<file path="config.mk">
export PLATFORM = sky130hd
export DESIGN_NAME = ktlw_ram
export DESIGN_NICKNAME = d
export VERILOG_FILES = /design/src/hdl/ktlw_ram.sv
export SDC_FILE = /design/constraint.sdc
export NUM_CORES = 2
export LEC_CHECK = 0
export ABC_AREA = 1
export BUFFER_PORTS_ARGS = -buffer_cell sky130_fd_sc_hd__buf_4
export CAP_MARGIN = 20
export CORE_ASPECT_RATIO = 0.6
export CORE_UTILIZATION = 40
export DETAILED_ROUTE_END_ITERATION = 10
export PLACE_DENSITY = 0.53
export SYNTH_ARGS = -nofsm -noshare
export SYNTH_HDL_FRONTEND = slang
export SYNTH_SLANG_ARGS = --single-unit
export TNS_END_PERCENT = 100
</file>
<file path="constraint.sdc">
create_clock -name i_clk -period 1.83 [get_ports i_clk]
set_input_delay 0.0915 -clock i_clk [delete_from_list [all_inputs] [get_ports i_clk]]
set_output_delay 0.0915 -clock i_clk [all_outputs]
set_load 0.05 [all_outputs]
</file>
<file path="src/hdl/ktlw_ram.sv">
// Generic single write port, single read port RAM with registered read.
`default_nettype none

module ktlw_ram #(
    parameter int WIDTH = 9,
    parameter int DEPTH = 256,
    parameter int AW    = (DEPTH > 1) ? $clog2(DEPTH) : 1
) (
    input  wire logic             i_clk,
    input  wire logic             i_we,
    input  wire logic [AW-1:0]    i_waddr,
    input  wire logic [WIDTH-1:0] i_wdata,
    input  wire logic             i_re,
    input  wire logic [AW-1:0]    i_raddr,
    output logic      [WIDTH-1:0] o_rdata
);

    logic [WIDTH-1:0] r_mem [DEPTH];

    always_ff @(posedge i_clk) begin
        if (i_we) begin
            r_mem[i_waddr] <= i_wdata;
        end
        if (i_re) begin
            o_rdata <= r_mem[i_raddr];
        end
    end

endmodule

`default_nettype wire

</file>
Word level (Yosys, flattened, before mapping) --
Memories as Yosys holds them, arrays and structs flattened. A register that Yosys moved wholly into a read port is not among the register bits. Cells that the tools add are included.
Operators by class: multiplexer cells 2
Operators by type and width (number):
- $mux 1 | 2
Word-level totals: output and inout bits 9, logic and storage cells 3, memories kept 1, bits in registers 0, RAM bits 2304
Memory list:
- r_mem | words 256, width 9, rd ports 1, clocked after Yosys merged registers in 1, wr ports 1, line 18 | logic [WIDTH-1:0] r_mem [DEPTH];

Longest topological paths before layout --
depth after elaboration 2, mapped depth 15, depth with buffers taken out 11

Least setup slack after synthesis --
Ideal clock, no wire load.
kind input port to flip-flop, start input port i_we, end memory r_mem[162][0], enable pin, buffers on the path 2, required time 1456 ps, arrival time 1254 ps, cell stages on the path 4, setup time 374 ps, slack 202 ps, path through clkbuf_1 nand3_1 clkbuf_1 nor2_1
On the way: word-level cells in the longest chain between the ends 2
RTL lines:
- start: declaration | line 10 | input wire logic i_we,
- $mux 1 | line 21 | if (i_we) begin
- $mux 1 (not written as such) | line 22 | r_mem[i_waddr] <= i_wdata;
- end: declaration | line 18
Every way passes these cells.

Worst setup path after layout --
start register o_rdata[3], read port of r_mem, end output port o_rdata[3]
RTL lines:
- start: declaration | line 15 | output logic [WIDTH-1:0] o_rdata
No word-level cell between the ends.

==> results.md <==
* P_leak at 0.0398 µW
* RSZ-0062 raised after global routing: yes
* Initial antenna violation count at 12
* Post-Synth Adder-Cell Area at 0
* Flop2flop setup slack at -0.01 ns
* Clock buffer depth at 4
* Post-synthesis cell area at 93600 µm²
* Total track usage at 0.245
* Yosys warning total at 0
* TritonCTS Buffers at 214
* F_max at 0.520 GHz
* Clock Latency Late Sink at 0.87 ns
* Layout cell share with drive strength beyond 1 at 0.158
* Ratio of routed vias to standard cells at 5.50
* Sw frac at 0.232
* Simple-Gate Fraction of Synth Area at 0.228
* Final hold violations at 0
* CTS H-Tree Depth at 4
* DRT iter0 DRCs at ~9100
* Site Rows at 137
* Starting Density at 0.403
* Mux share of post-synthesis cell area at 0
* Mapped Cells at about 7800
* Placed insts at 11300
* Most frequent cells in the layout: nand2_1, edfxtp_1, nand3_1
* Largest net degree at the start of global routing at 69
* Core area at roughly 230000 µm²
* Sequential Power Share at 0.528
* Die height at roughly 380 µm
* Port bufs at 36
* Worst-path cell chain: buf_6
* Largest family of logic cells by synthesized area: simple AND/OR/NAND/NOR gates
* Status: finished, violations left
* Clock power frac at 0.395
* Synth unique cells at 14
* Period utilization at 1.05
* Area growth, synth to finish at 19.2%
* Vias at 64200
* Die X at roughly 630 µm
* Register area share after synthesis at 0.742
* Hold path depth at 7
* Number of max-cap violations at 0
* Final net count at 8402
* First-pass GRT wire length at approximately 420000 µm
* Final instance count without filler cells at 11700
* Critical Path Sink Type: primary output
* P_int at 85000 µW
* End of the worst register-to-register path: o_rdata[3]$_DFFE_PP_
* Slew Viols, Final at 0
* Seq cells post-synth at between 2000 and 2500
* Clock Skew at about 0.055 ns
* Clock sinks at 2313
* Type of the tightest min-delay check: in2reg
* I/O pin cnt at 37
* Hold slack at 0.0596 ns
* Final ANT Viol Nets at 0
* Crit path buffers/inverters at 1
* Root buf cell: clkbuf_16
* CTS clk-pin slew, worst paths at 0.07 ns
* Crit-path max FO at 1
* Peak supply drop at 0.917 mV
* CP max-delay cell: edfxtp_1
* Failing checks: negative setup slack
* Worst-margin pin slew at 0.659 ns
* DRC viols at 0
* Die ar. at 236000 µm²
* Wire length per cell at 25.1 µm
* Setup ws final at -0.0934 ns
* Complex-gate fraction of the synthesized area at 0
* CP delay by family, top: flip-flops
* R2R Path Start: r_mem[240][3]$_DFFE_PP_
* Sw Pwr at 25700 µW
* Post-Syn Nets at 7854
* Hold path startpoint: i_raddr[5]
* Critical Path RT at 1.74 ns
* Relative slew slack at 0.561
* Slowest cell delay on critical path at a little over 0.7 ns
* Critical path class: reg2out
* CTS tree: yes
* Tmin final at 1.92 ns
* Final wirelength at 293000 µm
* CP startpoint kind: flop
* Vias in the first global route at roughly 59000
* Worst path arrival time at 1.83 ns
* Routability Congestion at 0.894
* Comb pwr share at 0.077
* Pwr/cell area at 992 nW/µm²
* Detailed-placement wirelength estimate at 189000 µm
* Synth Area in XOR/XNOR at 0
* Commonest non-fill, non-tap cell in the layout: nand2_1
* Reg2reg path depth at 11
* Congestion Overflow GR at 0
* Drt pass-1 iters at 7
* Hold Path Sink: o_rdata[7]$_DFFE_PP_
* Syn_area_per_cell at 12.0 µm²
* Finish-stage setup viols at 3
## synthesized netlist by cell type (all sizes together)
master,count,area share
nor2,283,0.011
nand2,2384,0.096
inv,35,0.0014
buf,421,0.023
clkinv,4,0.00017
edfxtp,2313,0.74
clkbuf,115,0.0046
nand3,2271,0.12
## worst reg2reg max path: cells and delay by family (launching register included)
| family | cells | cell delay [ns] |
|---|---|---|
| simple gates | 10 | 1.03 |
| flops | 1 | 0.38 |
| buf+inv | 1 | 0.18 |
## registers in the layout (all words and copies together), names as in the netlist
| signal | cells |
|---|---|
| o_rdata | 9 |
| r_mem | 2304 |
## worst max-delay path by stage
stage	slack, ns	depth (start not counted)	startpoint	endpoint
4_1_cts	-0.08	1	o_rdata[3]$_DFFE_PP_	o_rdata[3]
3_3_place_gp	-0.82	13	i_raddr[1]	o_rdata[1]$_DFFE_PP_
6_report	-0.09	1	o_rdata[3]$_DFFE_PP_	o_rdata[3]
2_1_floorplan	0.20	4	i_we	r_mem[162][0]$_DFFE_PP_
5_1_grt	-0.08	11	r_mem[240][3]$_DFFE_PP_	o_rdata[3]$_DFFE_PP_
3_5_place_dp	-0.80	13	i_raddr[1]	o_rdata[1]$_DFFE_PP_
## final cells by class
| type | instances | area (µm²) |
|---|---|---|
| fill | 20600 | 121000 |
| sequential | 2313 | 69500 |
| multi-input combinational | 4938 | 22600 |
| timing repair buffer | 868 | 8860 |
| clock buffer | 259 | 5570 |
| tap | 3127 | 3910 |
| clock inverter | 117 | 1000 |
| inverter | 39 | 191 |
| antenna | 4 | 10.0 |
## metal layers
metal / global-route usage / up-vias / part of all wire
li1: - / 28900 / -
met5: 0 / - / 0
met2: 0.335 / 3090 / 0.41
met3: 0.0513 / 366 / 0.11
met4: 0.0476 / 0 / 0.020
met1: 0.395 / 31800 / 0.47
## metrics by stage
step / setup TNS (ns) / utilization / setup WS [ns] / instance area [µm²] / power (µW)
after floorplan: 0 / - / 0.202 / 93600 / 63200
after CTS: -0.255 / 0.477 / -0.0825 / 111000 / 111000
after detailed placement: -8.01 / 0.446 / -0.796 / 104000 / 67700
final: -0.113 / 0.480 / -0.0934 / 112000 / 111000
after global placement: -8.34 / 0.446 / -0.816 / 104000 / 67700
after global routing: -0.225 / 0.480 / -0.0798 / 112000 / 114000
## repair_timing
action                                 in CTS  in global routing
endpoints found under the hold margin    2114                  0
buffers inserted                            0                  0
hold buffers                               13                  0
pin swaps                                   3                 29
setup endpoints to repair                  14                 11
gates resized for setup                    89                150
## kinds of logic (layout without fill, tap and decap cells)
| kind of cell | after synthesis | count (layout) |
|---|---|---|
| AND/OR/NAND/NOR | 4938 | 4938 |
| buffers and inverters | 575 | 1283 |
| flip-flops | 2313 | 2313 |
| other | 0 | 4 |
## power groups by stage
stage | clock, µW | sequential [µW] | combinational, µW
detailed placement | 0 | 59600 | 8100
finish | 43700 | 58500 | 8530
global placement | 0 | 59600 | 8070
global route | 46400 | 58400 | 9100
CTS | 44400 | 58500 | 8270
floorplan | 0 | 59600 | 3560
No activity file was read; power rests on OpenSTA's default activity.
