**src/hdl/ktlw_pkg.sv**
```systemverilog
// Shared types, codes and constants of the kerned text line width block.
`default_nettype none

package ktlw_pkg;

    // Default sizes of the kerning pair store and the glyph width store
    localparam int KERN_ENTRIES_DEF = 64;
    localparam int GLYPH_SLOTS_DEF  = 256;

    // Request operation codes
    localparam logic [1:0] OP_WIDTH = 2'd0;
    localparam logic [1:0] OP_KERN  = 2'd1;
    localparam logic [1:0] OP_TEXT  = 2'd2;

    // Configuration register indexes
    localparam logic [2:0] CFG_FIRST_CODE   = 3'd0;
    localparam logic [2:0] CFG_LAST_CODE    = 3'd1;
    localparam logic [2:0] CFG_FIXED_WIDTH  = 3'd2;
    localparam logic [2:0] CFG_PROPORTIONAL = 3'd3;
    localparam logic [2:0] CFG_KERNED       = 3'd4;
    localparam logic [2:0] CFG_KERN_COUNT   = 3'd5;
    localparam logic [2:0] CFG_GLYPH_SCALE  = 3'd6;
    localparam logic [2:0] CFG_LINE_SCALE   = 3'd7;

    // Special text bytes
    localparam logic [7:0] CH_END     = 8'h00;
    localparam logic [7:0] CH_NEWLINE = 8'h0A;
    localparam logic [7:0] CH_CODE_OP = 8'h03;  // colour codes up to here take an operand
    localparam logic [7:0] CH_CODE_HI = 8'h06;  // last colour code

    localparam logic [19:0] SUM_MAX  = 20'hFFFFF;
    localparam logic [15:0] LINE_MAX = 16'hFFFF;
    localparam int          KCNT_W   = 7;

    // Search request travelling down the kerning cell chain
    typedef struct packed {
        logic              valid;
        logic              found;
        logic [7:0]        first;
        logic [7:0]        second;
        logic [7:0]        spacing;
        logic [KCNT_W-1:0] remaining;
    } t_token;

endpackage

`default_nettype wire

```
**src/hdl/ktlw_cell.sv**
```systemverilog
// One kerning pair cell: holds one entry and tests the passing search request.
`default_nettype none

module ktlw_cell (
    input  wire logic            i_clk,
    input  wire logic            i_rst_n,
    input  wire logic            i_we,
    input  wire logic [7:0]      i_first,
    input  wire logic [7:0]      i_second,
    input  wire logic [7:0]      i_spacing,
    input  wire ktlw_pkg::t_token i_tok,
    output ktlw_pkg::t_token     o_tok
);

    logic [7:0]       r_first;
    logic [7:0]       r_second;
    logic [7:0]       r_spacing;
    logic             w_hit;
    ktlw_pkg::t_token n_tok;

    always_ff @(posedge i_clk) begin
        if (i_we) begin
            r_first   <= i_first;
            r_second  <= i_second;
            r_spacing <= i_spacing;
        end
    end

    // Only the first matching entry within the searched count may answer
    assign w_hit = i_tok.valid && !i_tok.found && (i_tok.remaining != '0)
                && (r_first == i_tok.first) && (r_second == i_tok.second);

    always_comb begin
        n_tok = i_tok;
        n_tok.found = i_tok.found || w_hit;
        if (w_hit) begin
            n_tok.spacing = r_spacing;
        end
        if (i_tok.remaining != '0) begin
            n_tok.remaining = i_tok.remaining - 1'b1;
        end
    end

    always_ff @(posedge i_clk) begin
        if (!i_rst_n) begin
            o_tok <= '0;
        end else begin
            o_tok <= n_tok;
        end
    end

endmodule

`default_nettype wire
```
**config.mk**
```make
export PLATFORM = sky130hd
export DESIGN_NAME = ktlw_cell
export DESIGN_NICKNAME = d
export VERILOG_FILES = /design/src/hdl/ktlw_pkg.sv /design/src/hdl/ktlw_cell.sv
export SDC_FILE = /design/constraint.sdc
export NUM_CORES = 1
export LEC_CHECK = 0
export ABC_AREA = 1
export BUFFER_PORTS_ARGS = -buffer_cell sky130_fd_sc_hd__buf_2
export CAP_MARGIN = 20
export CORE_AREA = 2 2 70 72
export CTS_CLUSTER_DIAMETER = 30
export DETAILED_ROUTE_END_ITERATION = 10
export DIE_AREA = 0 0 72 74
export PLACE_DENSITY = 0.9
export SYNTH_ARGS = -nofsm -noshare
export SYNTH_HDL_FRONTEND = slang
export SYNTH_SLANG_ARGS = --single-unit
```
**constraint.sdc**
```tcl
create_clock -name i_clk -period 2.4 [get_ports i_clk]
set_input_delay 0.6 -clock i_clk [delete_from_list [all_inputs] [get_ports i_clk]]
set_output_delay 0.6 -clock i_clk [all_outputs]
set_load 0.005 [all_outputs]
```
# [Yosys cells after proc, flatten, opt, wreduce, memory -nomap -nowiden]
# Index checks and enable logic that the tools add are counted.
[word_totals] register_bits=57 latch_bits=0 mem_bits_rw=0 mem_bits_ro=0 inputBits=60 word_cells=21 n_memories=0
[classes] add_sub_neg=1 multipliers=0 div=0 order_cmp=0 eq_ne=2 shifts=0 n_mux=2 bitwise_logic=0 reduce_logical=7
[ops] cell="$eq A8 B8 Y1" n=2
[ops] cell="$mux W8" n=1
[ops] cell="$mux W7" n=1
[ops] cell="$reduce_bool A7 Y1" n=1
[ops] cell="$sub A7 B1 Y7 const B" n=1
[ops] cell="$logic_and A1 B1 Y1" n=4
[ops] cell="$logic_not A1 Y1" n=1
[ops] cell="$logic_or A1 B1 Y1" n=1

# [Longest topological paths before layout]
# Gate-level depths: netlist (run 1).
[depth] word_depth=6 ltp_mapped=11 mapped_depth_nobuf=11

# [Least setup slack after synthesis (run 1)]
# No wires, ideal clock.
[synth_path] path_kind="input to register" startpoint="input port i_tok[0] (netlist bit)" endpoint="register o_tok[11] (netlist bit)" arrival_time_ns=1.564 t_required_ns=2.336 slack_ns=0.772 path_stages=11 cell_sequence="inv_1 -> ha_1 -> inv_1 -> nor2_1 -> nand3_2 -> nand3_2 -> nor2_8 -> nand3_4 -> nand2_1 -> inv_1 -> nor2_1"
[synth_via] elab_chain_len=5
[synth_lines] element="from (decl)" line="ktlw_cell.sv:11" source="input wire ktlw_pkg::t_token i_tok,"
[synth_lines] element="$reduce_bool A7 Y1" line="ktlw_cell.sv:30" source="assign w_hit = i_tok.valid && !i_tok.found && (i_tok.remaining != '0)"
[synth_lines] element="$logic_and A1 B1 Y1" line="ktlw_cell.sv:30"
[synth_lines] element="$logic_and A1 B1 Y1 (2 in series)" line="ktlw_cell.sv:31" source="&& (r_first == i_tok.first) && (r_second == i_tok.second);"
[synth_lines] element="$mux W8" line="ktlw_cell.sv:36" source="if (w_hit) begin"
[synth_lines] element="to (signal assigned)" line="ktlw_cell.sv:48" source="o_tok <= n_tok;"
[synth_lines] element="to (decl)" line="ktlw_cell.sv:12" source="output ktlw_pkg::t_token o_tok"
# Every way passes these cells.
# A chain may end at the register's enable or synchronous reset.

# [Worst setup path after layout (run 1)]
[layout_path] startpoint="input port i_tok[0] (netlist bit)" endpoint="register o_tok[14] (netlist bit)"
# The elaborated chain is that of the path after synthesis.

==> results of run 1 <==
## routing by layer
metal	track usage, %	wire, microns
met1	19.8	1780
met2	29.8	2160
met3	5.69	357
met4	11.5	25
met5	0	0
## worst max-delay path: stages
cell	delay [ns]
buf_2	0.10
inv_1	0.07
ha_1	0.20
inv_1	0.05
nor2_1	0.04
nand3_2	0.12
nand3_2	0.15
nor2_8	0.17
nand3_4	0.13
nand2_1	0.10
inv_1	0.04
nor2_1	0.08
## cell families after synthesis
family | count (synthesis) | synth area share [%]
XOR/XNOR | 9 | 3.46
AO/OA/AOI/OAI | 7 | 1.65
buffers and inverters | 68 | 11.2
adder cells (fa/ha/maj) | 2 | 1.10
AND/OR/NAND/NOR | 110 | 22.1
flip-flops | 57 | 60.6
## through the flow
step	utilization, %	hold slack, ns	power, uW
global placement	60.8	0.564	1330
detailed placement	60.8	0.574	1340
finish	64.6	0.444	2080
floorplan	-	0.540	1220
global route	64.6	0.426	2180
CTS	64.6	0.427	2100
## sequential cells by signal, summed over array words and instances, names as in the netlist
signal	count
o_tok	33
r_spacing	8
r_second	8
r_first	8
## cells in the final DEF (no fill, tap or decap)
master	synthesis	final
a21boi_1	1	1
a21oi_1	3	3
buf_2	0	92
clkbuf_1	2	2
clkbuf_8	0	11
clkinv_2	0	3
dfxtp_1	33	33
edfxtp_1	24	24
ha_1	2	2
inv_1	65	65
nand2_1	67	67
nand3_1	3	3
nand3_2	2	2
nand3_4	1	1
nand4_1	8	8
nor2_1	22	22
nor2_4	2	2
nor2_8	1	1
nor3_1	1	1
o21ai_0	2	2
o21ai_1	1	1
or2_2	3	3
xnor2_1	7	7
xor2_1	2	2
## area by class of cell
type                            count  area share [%]
Sequential cell                    57            46.5
Multi-Input combinational cell    128            21.7
Timing Repair Buffer               92            15.5
Inverter                           65            8.21
Clock buffer                       13            5.35
Tap cell                           54            2.27
Clock inverter                      3           0.505
## worst paths after layout
| kind | startpoint | slack, ns | cells after the start | end |
|---|---|---|---|---|
| max | i_tok[0] | 0.83 | 12 | o_tok[14] |
| min | i_second[3] | 0.44 | 1 | r_second[3] |
| max reg2reg | r_first[4] | 1.00 | 7 | o_tok[14] |
| min reg2reg | r_spacing[7] | 0.58 | 4 | o_tok[14] |
## power groups by stage
stage                     logic, uW  clock network (uW)  registers, uW
final                           218                 765           1100
after global routing            250                 828           1100
after CTS                       221                 786           1100
after detailed placement        221                   0           1120
after global placement          213                   0           1120
after floorplan                 104                   0           1120
==> flow_summary_export.csv, run 1 <==
group,metric,value,unit
sta,fin_ws,0.827,ns
final_layout,fin_area,0.00297,sq mm
yosys,synth_most_common_cell,"nand2_1",
sta,period_share,65.6,%
routing,drc_errors,0,
clock_network,ctsResizeCount,0,
clock_network,holdBufCountCts,0,
placed_design,dp_hpwl,3350,microns
routing,wl_per_cell,10.5,microns
yosys,synth_fp_nets,315,
clock_network,cts_tree,"built",
clock_network,cts_inserted_buffers,9,
placed_design,place_area,0.00280,sq mm
grt,grt_max_degree,30,
sta,rsz0062_at_grt,"false",
yosys,synth_area,0.00228,sq mm
yosys,syn_inst,253,
floorplan,die_w,72,microns
sta,period_needed,1.57,ns
critical_path,crit_path_max_fanout,9,
power,p_per_area,700,mW/mm^2
clock_network,cts_root_buffer,"clkbuf_8",
sta,fin_tns_setup,0,ns
sta,hold_viol,0,
run,drv_cap,0,
critical_path,cp-start-kind,"input port",
floorplan,die_y,74,microns
placed_design,dp_slack,0.499,ns
power,peakVddDrop,0.000330,V
power,switching_share,22.9,%
clock_network,htree_levels,3,
power,combPwrFrac,10.5,%
clock_network,clk_path_buf_depth,2,
clock_network,clk_pin_slew_worst_paths,0.06,ns
status,run_status,"finished clean",
floorplan,io_pins,93,
placed_design,dp_cells,396,
critical_path,crit_required,2.67,ns
sta,worst_slew_pin_slew,0.535,ns
routing,drtAntennaViolNets,0,
final_layout,ff_latch_area,0.00138,sq mm
power,clkPwrFrac,36.8,%
routing,via_per_inst,4.37,
final_layout,multi_input_area,644,sq um
yosys,yosysTopAreaCell,"edfxtp_1",
yosys,syn_avg_cell_area,9.02,sq um
clock_network,clk_latency,0.33,ns
sta,fmax,0.636,GHz
min_path,hp-class,"in -> reg",
floorplan,coreArea,0.00460,sq mm
placed_design,io_buffers,92,
yosys,seq_area_frac_synth,60.6,%
clock_network,cts_setup_buffers,0,
yosys,yosys_warnings,0,
yosys,synth_edf_count,24,
yosys,ys_seq_elements,57,
sta,fin_skew,0.00634,ns
critical_path,crit_arrival,1.84,ns
grt,grt_pass1_vias,1765,
yosys,synth_top_area_share,31.6,%
power,p_seq_share,52.7,%
power,cellLeakagePower,0.00170,uW
grt,grt_pass1_wl,7000,microns
floorplan,die_area,0.00533,sq mm
final_layout,final_layout_size_suffix_gt1_share,32.1,%
power,internal_power,1600,uW
final_layout,area_growth,30.3,%
critical_path,cp-end-kind,"flop",
sta,max_slew_margin,64.4,%
grt,grt_remaining_overflow,0,
yosys,synthTopCellsByCount,"67 x nand2_1, 65 x inv_1, 33 x dfxtp_1, 24 x edfxtp_1, 22 x nor2_1",
grt,antenna_found_initial,0,
floorplan,start_util,49.6,%
clock_network,numClockSinks,57,
final_layout,fill_cells,392,
sta,setup_viol,0,
routing,route.final.wire_length,4320,microns
final_layout,layout.cells.non_filler,412,
yosys,synth_cell_types,22,
routing,num_vias,1799,
yosys,synth-async-reset-ratio,0,%
routing,drtPass1Iterations,4,
final_layout,antenna_cells,0,
yosys,yosys-top-cells-area,"edfxtp_1 32%, dfxtp_1 29%, nand2_1 11%, inv_1 11%, nor2_1 3.6%",
power,p_switching,476,uW
yosys,synthFlopType,"dfxtp_1",
floorplan,rows,25,
routing,initialDrtViolationCount,67,
grt,grt.total_usage,17.8,%
sta,drv_slew,0,
critical_path,crit_type,"in -> reg",
placed_design,gp_congestion,0.781,
final_layout,layout.nets,415,
(Power assumes the default switching activity.)
==> run 2, diff against run 1 <==
--- a/config.mk
+++ b/config.mk
@@ -8,11 +8,11 @@
 export ABC_AREA = 1
 export BUFFER_PORTS_ARGS = -buffer_cell sky130_fd_sc_hd__buf_2
 export CAP_MARGIN = 20
-export CORE_AREA = 2 2 70 72
+export CORE_AREA = 2 2 76 78
 export CTS_CLUSTER_DIAMETER = 30
 export DETAILED_ROUTE_END_ITERATION = 10
-export DIE_AREA = 0 0 72 74
-export PLACE_DENSITY = 0.9
+export DIE_AREA = 0 0 78 80
+export PLACE_DENSITY = 0.81
 export SYNTH_ARGS = -nofsm -noshare
 export SYNTH_HDL_FRONTEND = slang
 export SYNTH_SLANG_ARGS = --single-unit
==> constraint.sdc (replaced) <==
create_clock -name i_clk -period 1.3 [get_ports i_clk]
set_input_delay 0.325 -clock i_clk [delete_from_list [all_inputs] [get_ports i_clk]]
set_output_delay 0.325 -clock i_clk [all_outputs]
set_load 0.005 [all_outputs]
==> run 2 against run 1 <==
Net effect:
- the flow now finishes with violations (setup timing)
- worst setup slack lost 0.89 ns
- combinational power grew 120%
- largest cell class unchanged
- clock skew shrank 0.00092 ns
- sequential share of layout area shrank 4.3 points
- first-iteration DRC count shrank 36%
- register-to-register slack lost 1.1 ns
- via count grew 5.6%
- die area grew 17%
- highest routed layer unchanged
- utilization shrank 4.0 points
- worst hold slack lost 0.27 ns
==> flow_summary_export.csv, run 2 (synthesis results as in run 1) <==
group,metric,value,unit
routing,num_vias,1899,
floorplan,start_util,42.2,%
placed_design,dp_hpwl,3640,microns
sta,setup_viol,8,
routing,initialDrtViolationCount,43,
sta,max_slew_margin,82.4,%
clock_network,cts_tree,"built",
run,drv_cap,0,
clock_network,htree_levels,3,
final_layout,fin_util,60.6,%
floorplan,die_w,78,microns
final_layout,layout.nets,436,
placed_design,io_buffers,92,
floorplan,rows,27,
routing,wl_per_cell,10.7,microns
critical_path,crit_arrival,1.59,ns
routing,via_per_inst,4.21,
min_path,hp-class,"in -> reg",
floorplan,io_pins,93,
critical_path,cpPeakStageDelay,0.38,ns
final_layout,final_common_cell,"buf_2",
clock_network,clk_latency,0.32,ns
final_layout,layout_common_cells,"92 x buf_2, 65 x nand2_1, 62 x inv_1",
critical_path,cp-end-kind,"flop",
final_layout,final_layout_size_suffix_gt1_share,38.5,%
power,p_per_area,1280,mW/mm^2
sta,fin_tns_setup,-0.326,ns
final_layout,area_growth,43.6,%
status,run_status,"finished, violations left",
grt,grt_pass1_wl,7850,microns
clock_network,numClockSinks,57,
routing,drtAntennaViolNets,0,
sta,fin_skew,0.00543,ns
critical_path,crit_family,"simple AND/OR/NAND/NOR gates",
clock_network,cts_root_buffer,"clkbuf_8",
power,cellLeakagePower,0.00183,uW
sta,holdWs,0.171,ns
clock_network,clk_pin_slew_worst_paths,0.06,ns
grt,grt_max_degree,25,
critical_path,crit_buf_inv,1,
critical_path,slowest_stage,"edfxtp_1",
floorplan,die_area,0.00624,sq mm
final_layout,regMostFlops,"o_tok",
critical_path,crit_path_max_fanout,4,
sta,fmax,0.734,GHz
grt,grt_remaining_overflow,0,
clock_network,cts_inserted_buffers,9,
status,violations,"setup timing",
sta,rsz0062_at_grt,"true",
sta,fin_ws,-0.0630,ns
sta,period_needed,1.36,ns
routing,route.final.wire_length,4840,microns
grt,antenna_found_initial,0,
critical_path,cpMostUsedCell,"nand2_1",
placed_design,dp_slack,-0.233,ns
sta,hold_viol,0,
critical_path,cp-start-kind,"flop",
grt,grt_pass1_vias,1931,
final_layout,largest_register_ffs,33,
grt,grt.total_usage,16.7,%
power,peakVddDrop,0.000852,V
routing,drc_errors,0,
final_layout,antenna_cells,0,
clock_network,clk_path_buf_depth,2,
floorplan,coreArea,0.00541,sq mm
critical_path,crit_type,"reg -> reg",
sta,period_share,105,%
sta,drv_slew,0,
routing,drtPass1Iterations,4,
floorplan,die_y,80,microns
critical_path,crit_required,1.52,ns
critical_path,crit_chain,"nand2_1 -> nand2_1 -> nor2_2 -> nand2_1 -> nor2_4 -> buf_6 -> nand4_1 -> nand2_1 -> nor2_1",
clock_network,holdBufCountCts,0,
sta,worst_slew_pin_slew,0.264,ns
placed_design,gp_congestion,0.751,
run 2: changes by cell type in the layout (fill, tap and decap cells not counted), moves of 2 or more:
cell      delta
buf_6        +2
inv_1        -3
nand2_1      -2
nor2_1       -2
inv_2        +2
buf_4       +16
buf_12       +3
clkinv_2     -2
nand2_2      +2
nor2_2       +2
run 2: worst paths after layout:
kind / slack (ns) / to / depth (start not counted) / start
hold / removal: 0.17 / r_second[1] / 1 / i_second[1]
setup reg to reg: -0.06 / o_tok[9] / 9 / r_first[7]
hold reg to reg: 0.59 / o_tok[8] / 4 / r_spacing[1]
setup / recovery: -0.06 / o_tok[9] / 9 / r_first[7]
run 2: layer usage:
metal  GRT usage, %  part of all wire (%)  vias up  wire (microns)
met4           10.9                   2.4        0             116
li1               -                     -      996               -
met1           16.9                    40      832            1940
met5              0                     0        -               0
met2           28.8                    51       60            2470
met3           6.45                   6.4       11             311
run 2: cell type report:
type / count / area (sq um)
Clock inverter: 2 / 35.0
Inverter: 65 / 246
Timing Repair Buffer: 113 / 663
Tap cell: 72 / 90.1
Clock buffer: 14 / 173
Multi-Input combinational cell: 128 / 687
Sequential cell: 57 / 1380
Fill cell: 495 / 2130
run 2: power by group:
| group | internal (uW) | switching, uW |
|---|---|---|
| Clock | 1040 | 644 |
| Sequential | 1990 | 36.4 |
| Combinational | 239 | 245 |
| Total | 3270 | 926 |
run 2: what timing repair did:
item / in CTS / in global routing
pin swaps: 9 / 11
endpoints found under the setup margin: 9 / 9
resized for setup: 3 / 5
buffers inserted: 2 / 4
run 2: worst register-to-register path, cell delays in order, from the launching register on:
cell,delay (ns)
edfxtp_1,0.38
nand2_1,0.08
nand2_1,0.07
nor2_2,0.11
nand2_1,0.09
nor2_4,0.18
buf_6,0.14
nand4_1,0.09
nand2_1,0.08
nor2_1,0.04
run 2: per-stage QoR:
step           cell area [sq um]  total power [uW]  std cells
2_1_floorplan               2300              2270        253
3_3_place_gp                2970              2500        429
3_5_place_dp                2970              2520        429
4_1_cts                     3200              4220        447
5_1_grt                     3280              4390        451
6_report                    3280              4200        451
==> run 3, diff against run 2 <==
--- a/config.mk
+++ b/config.mk
@@ -8,11 +8,11 @@
 export ABC_AREA = 1
 export BUFFER_PORTS_ARGS = -buffer_cell sky130_fd_sc_hd__buf_2
 export CAP_MARGIN = 20
-export CORE_AREA = 2 2 76 78
+export CORE_AREA = 2 2 73 75
 export CTS_CLUSTER_DIAMETER = 30
 export DETAILED_ROUTE_END_ITERATION = 10
-export DIE_AREA = 0 0 78 80
-export PLACE_DENSITY = 0.81
+export DIE_AREA = 0 0 75 77
+export PLACE_DENSITY = 0.84
 export SYNTH_ARGS = -nofsm -noshare
 export SYNTH_HDL_FRONTEND = slang
 export SYNTH_SLANG_ARGS = --single-unit
==> constraint.sdc (replaced) <==
create_clock -name i_clk -period 1.4 [get_ports i_clk]
set_input_delay 0.35 -clock i_clk [delete_from_list [all_inputs] [get_ports i_clk]]
set_output_delay 0.35 -clock i_clk [all_outputs]
set_load 0.005 [all_outputs]
==> run 3 against run 2 <==
Net effect:
- largest cell class unchanged
- highest routed layer unchanged
- critical path type unchanged
- maximum frequency is 4.6% lower
- register-to-register slack better by 0.03 ns
- the run still ends with setup timing left
- worst hold slack better by 0.025 ns
- die area is 7.5% lower
- clock power is 22% lower
- flip-flop and latch count stayed put
==> flow_summary_export.csv, run 3 (synthesis results as in run 1) <==
group,metric,value,unit
routing,route.final.wire_length,4880,microns
power,total_power,3650,uW
floorplan,coreArea,0.00498,sq mm
final_layout,antenna_cells,0,
grt,antenna_found_initial,0,
critical_path,r2r-end,"o_tok[8]",
final_layout,ff_latch_area,0.00138,sq mm
clock_network,clk_path_buf_depth,2,
placed_design,dp_cells,420,
routing,drtPass1Iterations,4,
critical_path,reg2regPathDepth,9,
min_path,hp-class,"in -> reg",
status,run_status,"finished, violations left",
sta,worst_slew_pin_slew,0.282,ns
critical_path,timing.rr.start,"r_first[7]",
grt,grt.total_usage,18.3,%
sta,fin_ws,-0.0286,ns
floorplan,io_pins,93,
min_path,whs_path_depth,1,
power,cellLeakagePower,0.00177,uW
clock_network,clk_pin_slew_worst_paths,0.06,ns
placed_design,gp_congestion,0.789,
clock_network,clk_latency,0.32,ns
critical_path,crit_type,"reg -> reg",
critical_path,crit_path_start,"r_first[7]",
floorplan,die_y,77,microns
grt,grt_pass1_vias,1864,
critical_path,crit_path_max_fanout,5,
placed_design,dp_slack,-0.195,ns
power,combPwrFrac,12.5,%
critical_path,endpoint,"o_tok[8]",
sta,fin_skew,0.00533,ns
routing,drc_errors,0,
final_layout,final_layout_size_suffix_gt1_share,40.2,%
clock_network,cts_inserted_buffers,9,
power,internal_power,2780,uW
routing,num_vias,1904,
final_layout,area_growth,40.5,%
floorplan,rows,26,
sta,max_slew_margin,81.1,%
power,switching_share,23.9,%
routing,wl_per_cell,11.0,microns
final_layout,fill_cells,416,
clock_network,htree_levels,3,
sta,period_needed,1.43,ns
sta,fmax,0.700,GHz
power,p_per_area,1140,mW/mm^2
critical_path,cp-start-kind,"flop",
final_layout,final_common_cell,"buf_2",
routing,initialDrtViolationCount,67,
critical_path,crit_required,1.62,ns
grt,grt_remaining_overflow,0,
final_layout,layout.cells.non_filler,443,
status,violations,"setup timing",
sta,setup_viol,2,
sta,drv_slew,0,
grt,grt_pass1_wl,7760,microns
clock_network,numClockSinks,57,
floorplan,die_area,0.00578,sq mm
sta,period_share,102,%
clock_network,cts_tree,"built",
routing,via_per_inst,4.30,
sta,rsz0062_at_grt,"true",
power,peakVddDrop,0.000962,V
sta,hold_viol,0,
power,p_switching,873,uW
final_layout,largest_register_ffs,33,
floorplan,start_util,45.8,%
critical_path,cp-end-kind,"flop",
final_layout,layout_common_cells,"92 x buf_2, 61 x inv_1, 58 x nand2_1",
clock_network,holdBufCountCts,0,
final_layout,regMostFlops,"o_tok",
power,p_seq_share,51.5,%
clock_network,cts_root_buffer,"clkbuf_8",
power,clkPwrFrac,36.0,%
run,drv_cap,0,
placed_design,dp_hpwl,3730,microns
final_layout,multi_input_area,757,sq um
grt,grt_max_degree,17,
final_layout,layout.nets,430,
placed_design,io_buffers,92,
critical_path,crit_arrival,1.65,ns
critical_path,ff2ff_setup_slack,-0.03,ns
routing,drtAntennaViolNets,0,
floorplan,die_w,75,microns
==> run 3: cell types whose count changed in the layout (fill, tap and decap cells not counted), moves of 3 or more <==
| cell | previous run | this run |
|---|---|---|
| nand2_1 | 65 | 58 |
| nand2_2 | 2 | 9 |
| buf_4 | 16 | 11 |
| nor2_1 | 20 | 17 |
| nor2_4 | 2 | 5 |
==> run 3: per-stage QoR <==
step	area, sq um	hold slack [ns]	util, %	setup TNS [ns]
after detailed placement	2880	0.528	57.8	-1.80
after CTS	3100	0.183	62.3	0
after floorplan	2280	0.440	-	0
after global routing	3210	0.172	64.4	-0.478
final	3210	0.197	64.4	-0.0399
after global placement	2880	0.528	57.8	-0.902
==> run 3: worst max-delay path, stage by stage (launching register included) <==
cell      delay (ns)
edfxtp_1        0.39
nand2_1         0.09
nand2_1         0.07
nor2_2          0.12
nand2_2         0.09
nor2_4          0.20
buf_4           0.15
nand4_1         0.08
nand2_1         0.09
nor2_2          0.03
==> run 3: layout make-up <==
class | instances | share of cell area, %
multi-input combinational | 131 | 23.6
clock buffer | 12 | 4.84
clock inverter | 4 | 0.546
tap | 70 | 2.73
inverter | 65 | 7.61
sequential | 57 | 43.1
timing repair buffer | 104 | 17.6
==> run 3: how the worst min path moves through the flow <==
stage	start	to	slack, ns
detailed placement	i_second[0]	r_second[0]	0.53
floorplan	i_tok[0]	o_tok[0]	0.44
CTS	i_first[2]	r_first[2]	0.18
global placement	i_first[6]	r_first[6]	0.53
global route	i_spacing[4]	r_spacing[4]	0.17
finish	i_first[5]	r_first[5]	0.20
==> run 3: what timing repair did <==
action / in CTS / in global routing
gates resized for setup: 6 / 20
pin swaps: 7 / 11
cloned: 3 / 0
endpoints found under the setup margin: 8 / 9
setup buffers: 0 / 4
==> run 3: metal layers <==
metal	part of all wire, %	vias to the layer above	track usage (%)
li1	-	987	-
met1	39	841	19.1
met2	50	69	30.6
met3	9.2	7	8.67
met4	1.5	0	7.68
met5	0	-	0
==> run 3: power groups by stage <==
stage | Sequential (uW) | Combinational (uW) | Clock, uW
3_5_place_dp | 1910 | 401 | 0
3_3_place_gp | 1910 | 383 | 0
2_1_floorplan | 1920 | 178 | 0
4_1_cts | 1880 | 425 | 1350
6_report | 1880 | 457 | 1310
5_1_grt | 1890 | 510 | 1440
